[config.mk]
export PLATFORM = sky130hd
export DESIGN_NAME = command_packet_framer_crc16_core
export DESIGN_NICKNAME = d
export VERILOG_FILES = /design/src/rtl/core/cpf_pkg.sv /design/src/rtl/core/cpf_front.sv /design/src/rtl/core/cpf_queue.sv /design/src/rtl/core/cpf_back.sv /design/src/rtl/core/command_packet_framer_crc16_core.sv
export SDC_FILE = /design/constraint.sdc
export NUM_CORES = 1
export LEC_CHECK = 0
export BUFFER_PORTS_ARGS = -buffer_cell sky130_fd_sc_hd__buf_2
export CAP_MARGIN = 15
export CORE_MARGIN = 1.5
export CORE_UTILIZATION = 50
export CTS_CLUSTER_DIAMETER = 120
export DETAILED_ROUTE_END_ITERATION = 7
export HOLD_SLACK_MARGIN = 0.05
export PLACE_DENSITY_LB_ADDON = 0.25
export SYNTH_ARGS = -nofsm -noshare
export SYNTH_HDL_FRONTEND = slang
export SYNTH_SLANG_ARGS = --single-unit
[constraint.sdc]
create_clock -name clk -period 11.49 [get_ports clk]
set_clock_uncertainty 0.1 [all_clocks]
set_input_delay 0 -clock clk [delete_from_list [all_inputs] [get_ports clk]]
set_output_delay 0 -clock clk [all_outputs]
set_load 0.02 [all_outputs]
[src/rtl/core/cpf_pkg.sv]
// Shared types, constants and the CRC step function for the command packet framer.
package cpf_pkg;

  localparam logic [7:0]  WORD_ADDRESS = 8'h03;
  localparam logic [7:0]  COUNT_EXTRA  = 8'd7;
  localparam logic [7:0]  MAX_PAYLOAD  = 8'd248;
  localparam logic [15:0] CRC_POLY     = 16'h8005;

  // Status codes carried on the result tuser
  localparam logic [1:0] STATUS_OK         = 2'd0;
  localparam logic [1:0] STATUS_STRAY_DATA = 2'd1;
  localparam logic [1:0] STATUS_DUP_START  = 2'd2;

  // Input action codes
  localparam logic ACTION_START = 1'b0;
  localparam logic ACTION_DATA  = 1'b1;

  // Header step numbers (CRC bytes follow at CRC_LO/CRC_HI)
  localparam logic [2:0] HDR_ADDR  = 3'd0;
  localparam logic [2:0] HDR_COUNT = 3'd1;
  localparam logic [2:0] HDR_OPC   = 3'd2;
  localparam logic [2:0] HDR_P1    = 3'd3;
  localparam logic [2:0] HDR_P2_LO = 3'd4;
  localparam logic [2:0] HDR_P2_HI = 3'd5;
  localparam logic [2:0] HDR_CRC_LO = 3'd6;
  localparam logic [2:0] HDR_CRC_HI = 3'd7;
  localparam logic [2:0] DAT_BYTE   = 3'd0;
  localparam logic [2:0] DAT_CRC_LO = 3'd1;
  localparam logic [2:0] DAT_CRC_HI = 3'd2;

  typedef enum logic [1:0] {
    CMD_HEADER,
    CMD_DATA,
    CMD_BAD_DATA,
    CMD_BAD_START
  } cmd_kind_t;

  // One classified command handed from front to back
  typedef struct packed {
    cmd_kind_t   kind;
    logic [7:0]  first_byte; // opcode on a header, payload byte on data
    logic [7:0]  param_one;
    logic [15:0] param_two;
    logic [7:0]  count;
    logic        tail;       // append the CRC after this command
  } cmd_t;

  // Feed one byte, LSB first, into a left-shifting CRC register
  function automatic logic [15:0] crc_feed(input logic [15:0] crc_in, input logic [7:0] data);
    logic [15:0] crc;
    logic        fb;
    crc = crc_in;
    for (int i = 0; i < 8; i++) begin
      fb  = data[i] ^ crc[15];
      crc = {crc[14:0], 1'b0};
      if (fb) begin
        crc = crc ^ CRC_POLY;
      end
    end
    return crc;
  endfunction

endpackage

[src/rtl/core/cpf_front.sv]
// Front end: accepts input words, tracks the open frame and classifies each word.
module cpf_front (
  input  logic                clk,
  input  logic                rst_n,
  input  logic                in_valid,
  output logic                in_ready,
  input  logic                action,
  input  logic [7:0]          opcode,
  input  logic [7:0]          param_one,
  input  logic [15:0]         param_two,
  input  logic [7:0]          payload_length,
  input  logic [7:0]          payload_byte,
  input  logic                queue_full,
  output logic                push,
  output cpf_pkg::cmd_t       cmd
);

  logic       open_r, open_nxt;
  logic [7:0] remain_r, remain_nxt;
  logic [7:0] len_sat;

  assign in_ready = !queue_full;
  assign push     = in_valid && !queue_full;
  assign len_sat  = (payload_length > cpf_pkg::MAX_PAYLOAD) ? cpf_pkg::MAX_PAYLOAD
                                                            : payload_length;

  always_comb begin
    open_nxt       = open_r;
    remain_nxt     = remain_r;
    cmd.first_byte = opcode;
    cmd.param_one  = param_one;
    cmd.param_two  = param_two;
    cmd.count      = 8'(len_sat + cpf_pkg::COUNT_EXTRA);
    cmd.tail       = 1'b0;
    cmd.kind       = cpf_pkg::CMD_HEADER;
    if (action == cpf_pkg::ACTION_START) begin
      if (open_r) begin
        cmd.kind = cpf_pkg::CMD_BAD_START;
      end else begin
        cmd.tail = (len_sat == 8'd0);
        if (push) begin
          open_nxt   = (len_sat != 8'd0);
          remain_nxt = len_sat;
        end
      end
    end else begin
      cmd.first_byte = payload_byte;
      if (!open_r) begin
        cmd.kind = cpf_pkg::CMD_BAD_DATA;
      end else begin
        cmd.kind = cpf_pkg::CMD_DATA;
        cmd.tail = (remain_r == 8'd1);
        if (push) begin
          remain_nxt = 8'(remain_r - 8'd1);
          open_nxt   = (remain_r != 8'd1);
        end
      end
    end
  end

  always_ff @(posedge clk) begin
    if (!rst_n) begin
      open_r   <= 1'b0;
      remain_r <= 8'd0;
    end else begin
      open_r   <= open_nxt;
      remain_r <= remain_nxt;
    end
  end

endmodule

[src/rtl/core/cpf_queue.sv]
// Short command queue between front and back ends.
module cpf_queue #(
  parameter int DEPTH = 4
) (
  input  logic          clk,
  input  logic          rst_n,
  input  logic          push,
  input  cpf_pkg::cmd_t push_cmd,
  output logic          full,
  input  logic          pop,
  output logic          head_valid,
  output cpf_pkg::cmd_t head_cmd
);

  localparam int PTR_W = $clog2(DEPTH);
  localparam int CNT_W = $clog2(DEPTH + 1);

  cpf_pkg::cmd_t slot_r [DEPTH];
  logic [PTR_W-1:0] wr_ptr_r, wr_ptr_nxt;
  logic [PTR_W-1:0] rd_ptr_r, rd_ptr_nxt;
  logic [CNT_W-1:0] count_r, count_nxt;
  logic             do_pop;

  assign full       = (count_r == CNT_W'(DEPTH));
  assign head_valid = (count_r != '0);
  assign head_cmd   = slot_r[rd_ptr_r];
  assign do_pop     = pop && head_valid;

  always_comb begin
    wr_ptr_nxt = wr_ptr_r;
    rd_ptr_nxt = rd_ptr_r;
    count_nxt  = count_r;
    if (push) begin
      wr_ptr_nxt = (wr_ptr_r == PTR_W'(DEPTH - 1)) ? '0 : PTR_W'(wr_ptr_r + 1'b1);
    end
    if (do_pop) begin
      rd_ptr_nxt = (rd_ptr_r == PTR_W'(DEPTH - 1)) ? '0 : PTR_W'(rd_ptr_r + 1'b1);
    end
    if (push && !do_pop) begin
      count_nxt = CNT_W'(count_r + 1'b1);
    end else if (!push && do_pop) begin
      count_nxt = CNT_W'(count_r - 1'b1);
    end
  end

  always_ff @(posedge clk) begin
    if (!rst_n) begin
      wr_ptr_r <= '0;
      rd_ptr_r <= '0;
      count_r  <= '0;
    end else begin
      wr_ptr_r <= wr_ptr_nxt;
      rd_ptr_r <= rd_ptr_nxt;
      count_r  <= count_nxt;
    end
  end

  always_ff @(posedge clk) begin
    if (push) begin
      slot_r[wr_ptr_r] <= push_cmd;
    end
  end

endmodule

[src/rtl/core/cpf_back.sv]
// Back end: serialises each command into packet bytes, runs the CRC, holds the output register.
module cpf_back (
  input  logic          clk,
  input  logic          rst_n,
  input  logic          head_valid,
  input  cpf_pkg::cmd_t head_cmd,
  output logic          pop,
  output logic          out_valid,
  input  logic          out_ready,
  output logic [7:0]    out_byte,
  output logic          out_last,
  output logic [1:0]    out_status
);

  logic [2:0]  step_r, step_nxt;
  logic [15:0] crc_r, crc_nxt;
  logic        valid_r, valid_nxt;
  logic [7:0]  byte_r, byte_nxt;
  logic        last_r, last_nxt;
  logic [1:0]  status_r, status_nxt;
  logic        slot_free, fire, final_step;

  assign slot_free = !valid_r || out_ready;
  assign fire      = head_valid && slot_free;
  assign pop       = fire && final_step;

  always_comb begin
    final_step = 1'b1;
    byte_nxt   = 8'd0;
    last_nxt   = 1'b0;
    status_nxt = cpf_pkg::STATUS_OK;
    crc_nxt    = crc_r;
    case (head_cmd.kind)
      cpf_pkg::CMD_HEADER: begin
        final_step = (step_r == (head_cmd.tail ? cpf_pkg::HDR_CRC_HI : cpf_pkg::HDR_P2_HI));
        case (step_r)
          cpf_pkg::HDR_ADDR:   byte_nxt = cpf_pkg::WORD_ADDRESS;
          cpf_pkg::HDR_COUNT:  byte_nxt = head_cmd.count;
          cpf_pkg::HDR_OPC:    byte_nxt = head_cmd.first_byte;
          cpf_pkg::HDR_P1:     byte_nxt = head_cmd.param_one;
          cpf_pkg::HDR_P2_LO:  byte_nxt = head_cmd.param_two[7:0];
          cpf_pkg::HDR_P2_HI:  byte_nxt = head_cmd.param_two[15:8];
          cpf_pkg::HDR_CRC_LO: byte_nxt = crc_r[7:0];
          default:             byte_nxt = crc_r[15:8];
        endcase
        last_nxt = (step_r == cpf_pkg::HDR_CRC_HI);
        // word address is outside the CRC; count to param_two high are inside
        if (step_r == cpf_pkg::HDR_ADDR) begin
          crc_nxt = 16'd0;
        end else if (step_r <= cpf_pkg::HDR_P2_HI) begin
          crc_nxt = cpf_pkg::crc_feed(crc_r, byte_nxt);
        end
      end
      cpf_pkg::CMD_DATA: begin
        final_step = (step_r == (head_cmd.tail ? cpf_pkg::DAT_CRC_HI : cpf_pkg::DAT_BYTE));
        case (step_r)
          cpf_pkg::DAT_BYTE:   byte_nxt = head_cmd.first_byte;
          cpf_pkg::DAT_CRC_LO: byte_nxt = crc_r[7:0];
          default:             byte_nxt = crc_r[15:8];
        endcase
        last_nxt = (step_r == cpf_pkg::DAT_CRC_HI);
        if (step_r == cpf_pkg::DAT_BYTE) begin
          crc_nxt = cpf_pkg::crc_feed(crc_r, head_cmd.first_byte);
        end
      end
      cpf_pkg::CMD_BAD_DATA: begin
        status_nxt = cpf_pkg::STATUS_STRAY_DATA;
      end
      default: begin
        status_nxt = cpf_pkg::STATUS_DUP_START;
      end
    endcase
  end

  always_comb begin
    step_nxt  = step_r;
    valid_nxt = valid_r;
    if (slot_free) begin
      valid_nxt = head_valid;
    end
    if (fire) begin
      step_nxt = final_step ? 3'd0 : 3'(step_r + 3'd1);
    end
  end

  always_ff @(posedge clk) begin
    if (!rst_n) begin
      step_r  <= 3'd0;
      valid_r <= 1'b0;
      crc_r   <= 16'd0;
    end else begin
      step_r  <= step_nxt;
      valid_r <= valid_nxt;
      if (fire) begin
        crc_r <= crc_nxt;
      end
    end
  end

  always_ff @(posedge clk) begin
    if (fire) begin
      byte_r   <= byte_nxt;
      last_r   <= last_nxt;
      status_r <= status_nxt;
    end
  end

  assign out_valid  = valid_r;
  assign out_byte   = byte_r;
  assign out_last   = last_r;
  assign out_status = status_r;

endmodule

[src/rtl/core/command_packet_framer_crc16_core.sv]
// Top level of the framed command packet builder with CRC-16.
// Usage:
//  - Input channel (in_*): one word per handshake. tuser = 0 opens a frame
//    with opcode, param_one, param_two and payload_length; tuser = 1 carries
//    one payload byte. Payload lengths above 248 are saturated to 248.
//  - Result channel (out_*): one packet byte per word. A start yields
//    address 0x03, count, opcode, param_one, param_two low/high; each data
//    word yields its byte; after the last payload byte the CRC-16 (poly
//    0x8005, init 0, LSB-first feed) follows low byte first with tlast on
//    the high byte. Stray data or a start inside an open frame gives one
//    word with tuser = 1 or 2 and data 0; frame state is left alone.
//  - The first result byte passes through the command queue and then the
//    output register. Throughput: one result byte per cycle while
//    out_tready is high, set by the back-end serialiser; a data word gives
//    one byte (three on the last), a start six (eight with empty payload).
//  - A QUEUE_DEPTH-entry command queue decouples the front end from the
//    serialiser, so in_tready stays high until the queue fills while out is
//    stalled. Reset (rst_n low, synchronous) closes any frame and empties
//    the queue and output register.
module command_packet_framer_crc16_core #(
  parameter int QUEUE_DEPTH = 4
) (
  input  logic        clk,
  input  logic        rst_n,
  input  logic        in_tvalid,
  output logic        in_tready,
  // opcode[7:0], param_one[15:8], param_two[31:16], payload_length[39:32],
  // payload_byte[47:40]
  input  logic [47:0] in_tdata,
  // action[0]
  input  logic        in_tuser,
  output logic        out_tvalid,
  input  logic        out_tready,
  // out_byte[7:0]
  output logic [7:0]  out_tdata,
  output logic        out_tlast,
  // status[1:0]
  output logic [1:0]  out_tuser
);

  cpf_pkg::cmd_t front_cmd;
  cpf_pkg::cmd_t head_cmd;
  logic          push, queue_full, head_valid, pop;

  cpf_front u_front (
    .clk            (clk),
    .rst_n          (rst_n),
    .in_valid       (in_tvalid),
    .in_ready       (in_tready),
    .action         (in_tuser),
    .opcode         (in_tdata[7:0]),
    .param_one      (in_tdata[15:8]),
    .param_two      (in_tdata[31:16]),
    .payload_length (in_tdata[39:32]),
    .payload_byte   (in_tdata[47:40]),
    .queue_full     (queue_full),
    .push           (push),
    .cmd            (front_cmd)
  );

  cpf_queue #(
    .DEPTH (QUEUE_DEPTH)
  ) u_queue (
    .clk        (clk),
    .rst_n      (rst_n),
    .push       (push),
    .push_cmd   (front_cmd),
    .full       (queue_full),
    .pop        (pop),
    .head_valid (head_valid),
    .head_cmd   (head_cmd)
  );

  // serialiser and output register
  cpf_back u_back (
    .clk        (clk),
    .rst_n      (rst_n),
    .head_valid (head_valid),
    .head_cmd   (head_cmd),
    .pop        (pop),
    .out_valid  (out_tvalid),
    .out_ready  (out_tready),
    .out_byte   (out_tdata),
    .out_last   (out_tlast),
    .out_status (out_tuser)
  );

endmodule
# ---- After elaboration in Yosys (flattened, before gate mapping)
# Memory sizes are Yosys's and may differ from the RTL's. A register that Yosys moved wholly into a read port is not among the register bits.
# Cells that the tools add are included.
# W data, S select, Z words.
dict set report totals {
  input_bits 53
  n_memories 1
  ff_bits 47
  output_inout_bits 13
  mem_bits_rw 172
}
dict set report op_classes {
  muxes 91
  eq_ne 21
  n_reduce_logical 22
  n_addsub 7
  magnitude_cmp 2
  bitwise_logic 31
}
# memory depth word_bits read_ports rd_ports_with_merged_regs wr line
set mem_list {}
lappend mem_list {u_queue.slot_r 4 43 1 1 1 cpf_queue.sv:18} ;# cpf_pkg::cmd_t slot_r [DEPTH];
# cell count
set op_table {}
lappend op_table {{$mux W16} 54}
lappend op_table {{$mux W8} 8}
lappend op_table {{$pmux W8 S7} 1}
lappend op_table {{$not A3 Y3} 15}
lappend op_table {{$pmux W16 S2} 1}
lappend op_table {{$pmux W8 S2} 2}
lappend op_table {{$mux W2} 9}
lappend op_table {{$xor A1 B1 Y1} 16}
lappend op_table {{$eq A3 B3 Y1 const B} 5}
lappend op_table {{$mux W1} 10}
lappend op_table {{$mux W3} 3}
lappend op_table {{$add A8 B3 Y8 const B} 1}
lappend op_table {{$eq A8 B1 Y1 const B} 1}
lappend op_table {{$gt A8 B8 Y1 const B} 1}
lappend op_table {{$logic_not A8 Y1} 1}
lappend op_table {{$ne A8 B1 Y1 const B} 1}
lappend op_table {{$reduce_and A4 Y1} 2}
lappend op_table {{$reduce_bool A8 Y1} 1}
lappend op_table {{$sub A8 B1 Y8 const B} 1}
lappend op_table {{$add A3 B1 Y3 const B} 2}
lappend op_table {{$eq A2 B2 Y1 const B} 3}
lappend op_table {{$eq A3 B2 Y1 const B} 2}
lappend op_table {{$eq A3 B3 Y1} 2}
lappend op_table {{$logic_and A1 B1 Y1} 6}
lappend op_table {{other kinds (17)} 26}

# ---- Logic depth before layout (Yosys ltp)
dict set report depth {
  word_depth 43
  ltp_mapped 17
  depth_no_buf 12
}

# ---- Modules after synthesis
# From an unflattened synthesis, not the netlist that was laid out.
dict set report hier_totals {
  cells_unflattened 724
  hier_area_um2 10418.7
}
# mod n_inst seq_area_each_um2 area_per_inst_um2 cells_per_inst
set by_module_without_submodules {}
lappend by_module_without_submodules {cpf_queue 1 5345.1 6718.9 271}
lappend by_module_without_submodules {cpf_back 1 730.7 2571.2 302}
lappend by_module_without_submodules {cpf_front 1 180.2 1128.6 151}

# ---- Worst setup path after synthesis
# Ideal clock, no wire load.
dict set report synth_timing {
  kind {reg2reg}
  start {reg u_back.step_r[2]}
  end {reg u_back.crc_r[15]}
  path_buffers 5
  setup_time_ns 0.126
  arrival_time_ns 3.578
  synth_period_minus_slack_ns 3.804
  slack_ns 7.686
  path_stages_with_launch 16
  t_required_ns 11.264
  cell_sequence {dfxtp_1 > buf_2 > buf_1 > inv_1 > ha_1 > buf_2 > or4_4 > buf_6 > buf_6 > nand2_1 > a211oi_1 > a31oi_1 > xnor3_2 > xnor3_1 > a211oi_1 > nor3b_2}
}
dict set report synth_between {
  elab_chain_len 43
}
# element line
set synth_rtl {}
lappend synth_rtl {{from (decl)} cpf_back.sv:15} ;# logic [2:0] step_r, step_nxt;
lappend synth_rtl {{from (signal assigned)} cpf_back.sv:92} ;# step_r <= step_nxt;
lappend synth_rtl {{$eq A3 B3 Y1, or another cell as far along} cpf_back.sv:36} ;# case (step_r)
lappend synth_rtl {{$pmux W8 S7} cpf_back.sv:36}
lappend synth_rtl {{$mux W8} cpf_back.sv:33} ;# case (head_cmd.kind)
lappend synth_rtl {{$xor A1 B1 Y1} cpf_pkg.sv:54} ;# fb = data[i] ^ crc[15];
lappend synth_rtl {{$mux W16} cpf_pkg.sv:56} ;# if (fb) begin
lappend synth_rtl {{$mux W16} cpf_back.sv:50} ;# end else if (step_r <= cpf_pkg::HDR_P2_HI) begin
lappend synth_rtl {{$mux W16} cpf_back.sv:48} ;# if (step_r == cpf_pkg::HDR_ADDR) begin
lappend synth_rtl {{$mux W16} cpf_back.sv:33}
lappend synth_rtl {{[... 27 more ...]} --}
lappend synth_rtl {{$mux W16} cpf_back.sv:50}
lappend synth_rtl {{$mux W16} cpf_back.sv:48}
lappend synth_rtl {{$mux W16} cpf_back.sv:33}
lappend synth_rtl {{$xor A1 B1 Y1} cpf_pkg.sv:54}
lappend synth_rtl {{$mux W16} cpf_pkg.sv:56}
lappend synth_rtl {{$mux W16} cpf_back.sv:50}
lappend synth_rtl {{$mux W16} cpf_back.sv:48}
lappend synth_rtl {{$pmux W16 S2} cpf_back.sv:33}
lappend synth_rtl {{to (signal assigned)} cpf_back.sv:95} ;# crc_r <= crc_nxt;
lappend synth_rtl {{to (decl)} cpf_back.sv:16} ;# logic [15:0] crc_r, crc_nxt;
# Several ways; a longest one is shown, not always the timed one. The select of a mux whose other input is x is not followed.
# A chain may end at the register's enable or synchronous reset.

# ---- Worst setup path in the final report
# Ends and elaborated chain as after synthesis.

==> impl_results.md <==
- CP cell instances: inv_1 -> ha_1 -> or4_4 -> o21ai_1 -> nor4_1 -> a21oi_1 -> xnor2_1 -> xnor3_2 -> xnor3_1 -> a211oi_1 -> nor3b_2
- Rel. slew slack: 0.3166
- CTS tree: yes
- Mapped Area: 10,320 um2
- Util after Layout: 0.6036
- Row cnt: 52
- HPWL after DPL: roughly 15,000 um
- Number of synthesized flops with an enable pin: 183
- Clock Pin Slew Worst Setup and Hold Paths: ~0.060 ns
- Die width: roughly 150 um
- Number of global-route vias before repair: roughly 6,500
- Critical path class: reg -> reg
- Die span in y: 146.7 um
- Crit. End Element: flop
- Hold Path Class: in -> reg
- # IOs: 66
- DRT Wirelength: about 23,000 um
- N_diodes: 0
- Synth unique cells: 66
- CTS Buf Count: 24
- CP arrival: around 5 ns
- Synth area leaders: edfxtp_1 53%, dfxtp_1 7.4%, mux4_2 6.1%, mux2i_1 4.9%, xnor2_1 2.5%
- IO buf count: 65
- Setup TNS: 0 ns
- Setup crit start kind: flop
- Routability cong.: between 0.8 and 0.9
- Crit-path max FO: 29
- Clock latency on the worst-skew pair: 0.54 ns
- TritonRoute pass-1 iters: 6
- Final period utilization: 0.4059
- Core area: slightly above 20,000 um2
- Count leader, synth: edfxtp_1
- Max-slew violation count: 0
- Yosys top cell area share: 0.5322
- FF-to-FF setup slack: around 6.8 ns
- Clk buf depth: 3
- Clk sinks: about 220
- Worst-Margin Slew: 1.021 ns
- Max-Cap Viols: 0
- Initial Util: 0.5103
- Synthesis Warnings: 0
- GR Overflow Total: 0
- Max VDD drop: 135.7 uV
- Synth area leader: edfxtp_1
- # DRC: 0
- Via density: around 5.8
- GRT Total Usage: 0.2153
- RSZ-0062 raised after global routing: no
- Most frequent cells after synthesis: 183 x edfxtp_1, 55 x nor2_1, 51 x mux2i_1
- Post-route ant nets: 0
- Syn Nets: a little over 800
- Achievable Freq: between 200 and 250 MHz
- Layout Area Growth over Synthesis: 18.29%
- Seq cells post-synth: between 200 and 250
- Nets: 919
- CP max stage delay: between 0.9 and 1 ns
- Sequential share of the synthesized area: 0.6059
- FILL cells: 1,550
- PD cells: 242.1 nW/um2
- Syn avg cell area: 14.03 um2
- First DRT Iteration DRCs: 500
- Antenna violations before repair: 0
- Die area: about 22,000 um2
- PostCTS Resize Cnt: 0
- Min Clock Period, post-route: 4.664 ns
- WP data required: between 10 and 15 ns
- CTS root buf: clkbuf_16
- Vias: 6,553
- Synthesized netlist cell count: around 740
- Synth async-reset ratio: 0
- Largest net degree at the start of global routing: 45
- Setup Viol. Count Final: 0
- Final Hold Fails: 0
- First-pass GRT wire length: between 30,000 and 40,000 um
- Layout cells sized above 1: 0.1938
- H-Tree Depth: 1
- Synth Flop Type: edfxtp_1
- Leak: about 4.3 nW
- Wire per inst: around 20 um
- Worst path slowest cell: dfxtp_1
- Outcome: finished clean
critical path, delay by kind of cell, from the launching register on:
| kind | cells | cell delay, ns |
|---|---|---|
| adders and majority gates | 1 | 0.44 |
| xor gates and xnor gates | 3 | 1.09 |
| DFF | 1 | 0.99 |
| buffers and inverters | 1 | 0.24 |
| and+or+nand+nor | 3 | 0.82 |
| AOI/OAI and AO/OA | 3 | 0.85 |
final timing paths:
| path | start | end | cells after the start |
|---|---|---|---|
| worst max-delay path | u_back.step_r[2] | u_back.crc_r[15] | 11 |
| worst min-delay path | in_tuser | u_front.remain_r[7] | 3 |
| worst max register to register | u_back.step_r[2] | u_back.crc_r[15] | 11 |
| worst min register to register | u_queue.wr_ptr_r[1] | u_queue.wr_ptr_r[1] | 2 |
metal layers:
| metal | GRT usage | routed length (um) | vias up |
|---|---|---|---|
| li1 | - | - | 3045 |
| met1 | 0.3159 | 10460 | 3233 |
| met2 | 0.3458 | 10620 | 236 |
| met3 | 0.03043 | 1333 | 39 |
| met4 | 0.04444 | 463 | 0 |
| met5 | 0 | 0 | - |
cells by family (layout without fill, tap and decap cells):
group	Yosys count	after routing	synth area share
multiplexers	87	87	0.1192
AND/OR/NAND/NOR	174	174	0.08144
flip-flops	221	221	0.6059
AO/OA/AOI/OAI	131	131	0.09295
buffers and inverters	58	189	0.03005
XOR/XNOR	48	48	0.04908
adder cells (fa/ha/maj)	17	17	0.02133
timing repair:
action / 4_1_cts / 5_1_grt
hold endpoints to repair: 202 / 0
buffers inserted: 0 / 0
hold buffers: 54 / 0
where the power goes:
part           total [mW]  switching, mW  leakage (nW)  internal (mW)
sequential           1.07         0.0766          2.00          0.993
clock               0.818          0.319         0.407          0.499
combinational        1.07          0.590          1.89          0.479
state kept, by name, summed over array words and instances (netlist names), named ones only:
register and count:
u_queue.slot_r 172, u_back.crc_r 16, u_back.out_byte 8, u_front.remain_r 8
u_back.step_r 3, u_queue.count_r 3, u_back.out_status 2, u_queue.rd_ptr_r 2
u_queue.wr_ptr_r 2, u_back.out_last 1, u_back.out_valid 1, u_front.open_r 1
cell type report:
class	count	area [um2]	share of cell area
Sequential cell	221	6260	0.5125
Timing Repair Buffer	128	933.4	0.07643
Inverter	17	63.81	0.005225
Clock buffer	26	608.1	0.04979
Clock inverter	18	246.5	0.02018
Tap cell	270	337.8	0.02766
Multi-Input combinational cell	457	3764	0.3082
per-stage QoR:
stage               area (um2)  worst slack [ns]  std cells  power (mW)  hold slack, ns
floorplan                10320             7.686        736       1.898       -0.001131
global placement         10820             7.085       1039       2.115          0.1056
detailed placement       10820             6.921       1039       2.131          0.1169
CTS                      12210             6.924       1137       2.963         0.05380
global route             12210             6.629       1137       3.101          0.1130
finish                   12210             6.826       1137       2.957         0.04563
placed cells by master, fill, tap and decap left out, types with 18 or more instances in the layout:
cell type,n
nand3_1,18
xnor2_1,29
nor2_1,55
nand2_1,41
edfxtp_1,183
buf_2,65
dlygate4sd3_1,54
mux2i_1,51
mux4_2,28
dfxtp_1,37
a21oi_1,22
clkbuf_16,24
Power figures use the tool's default switching activity.
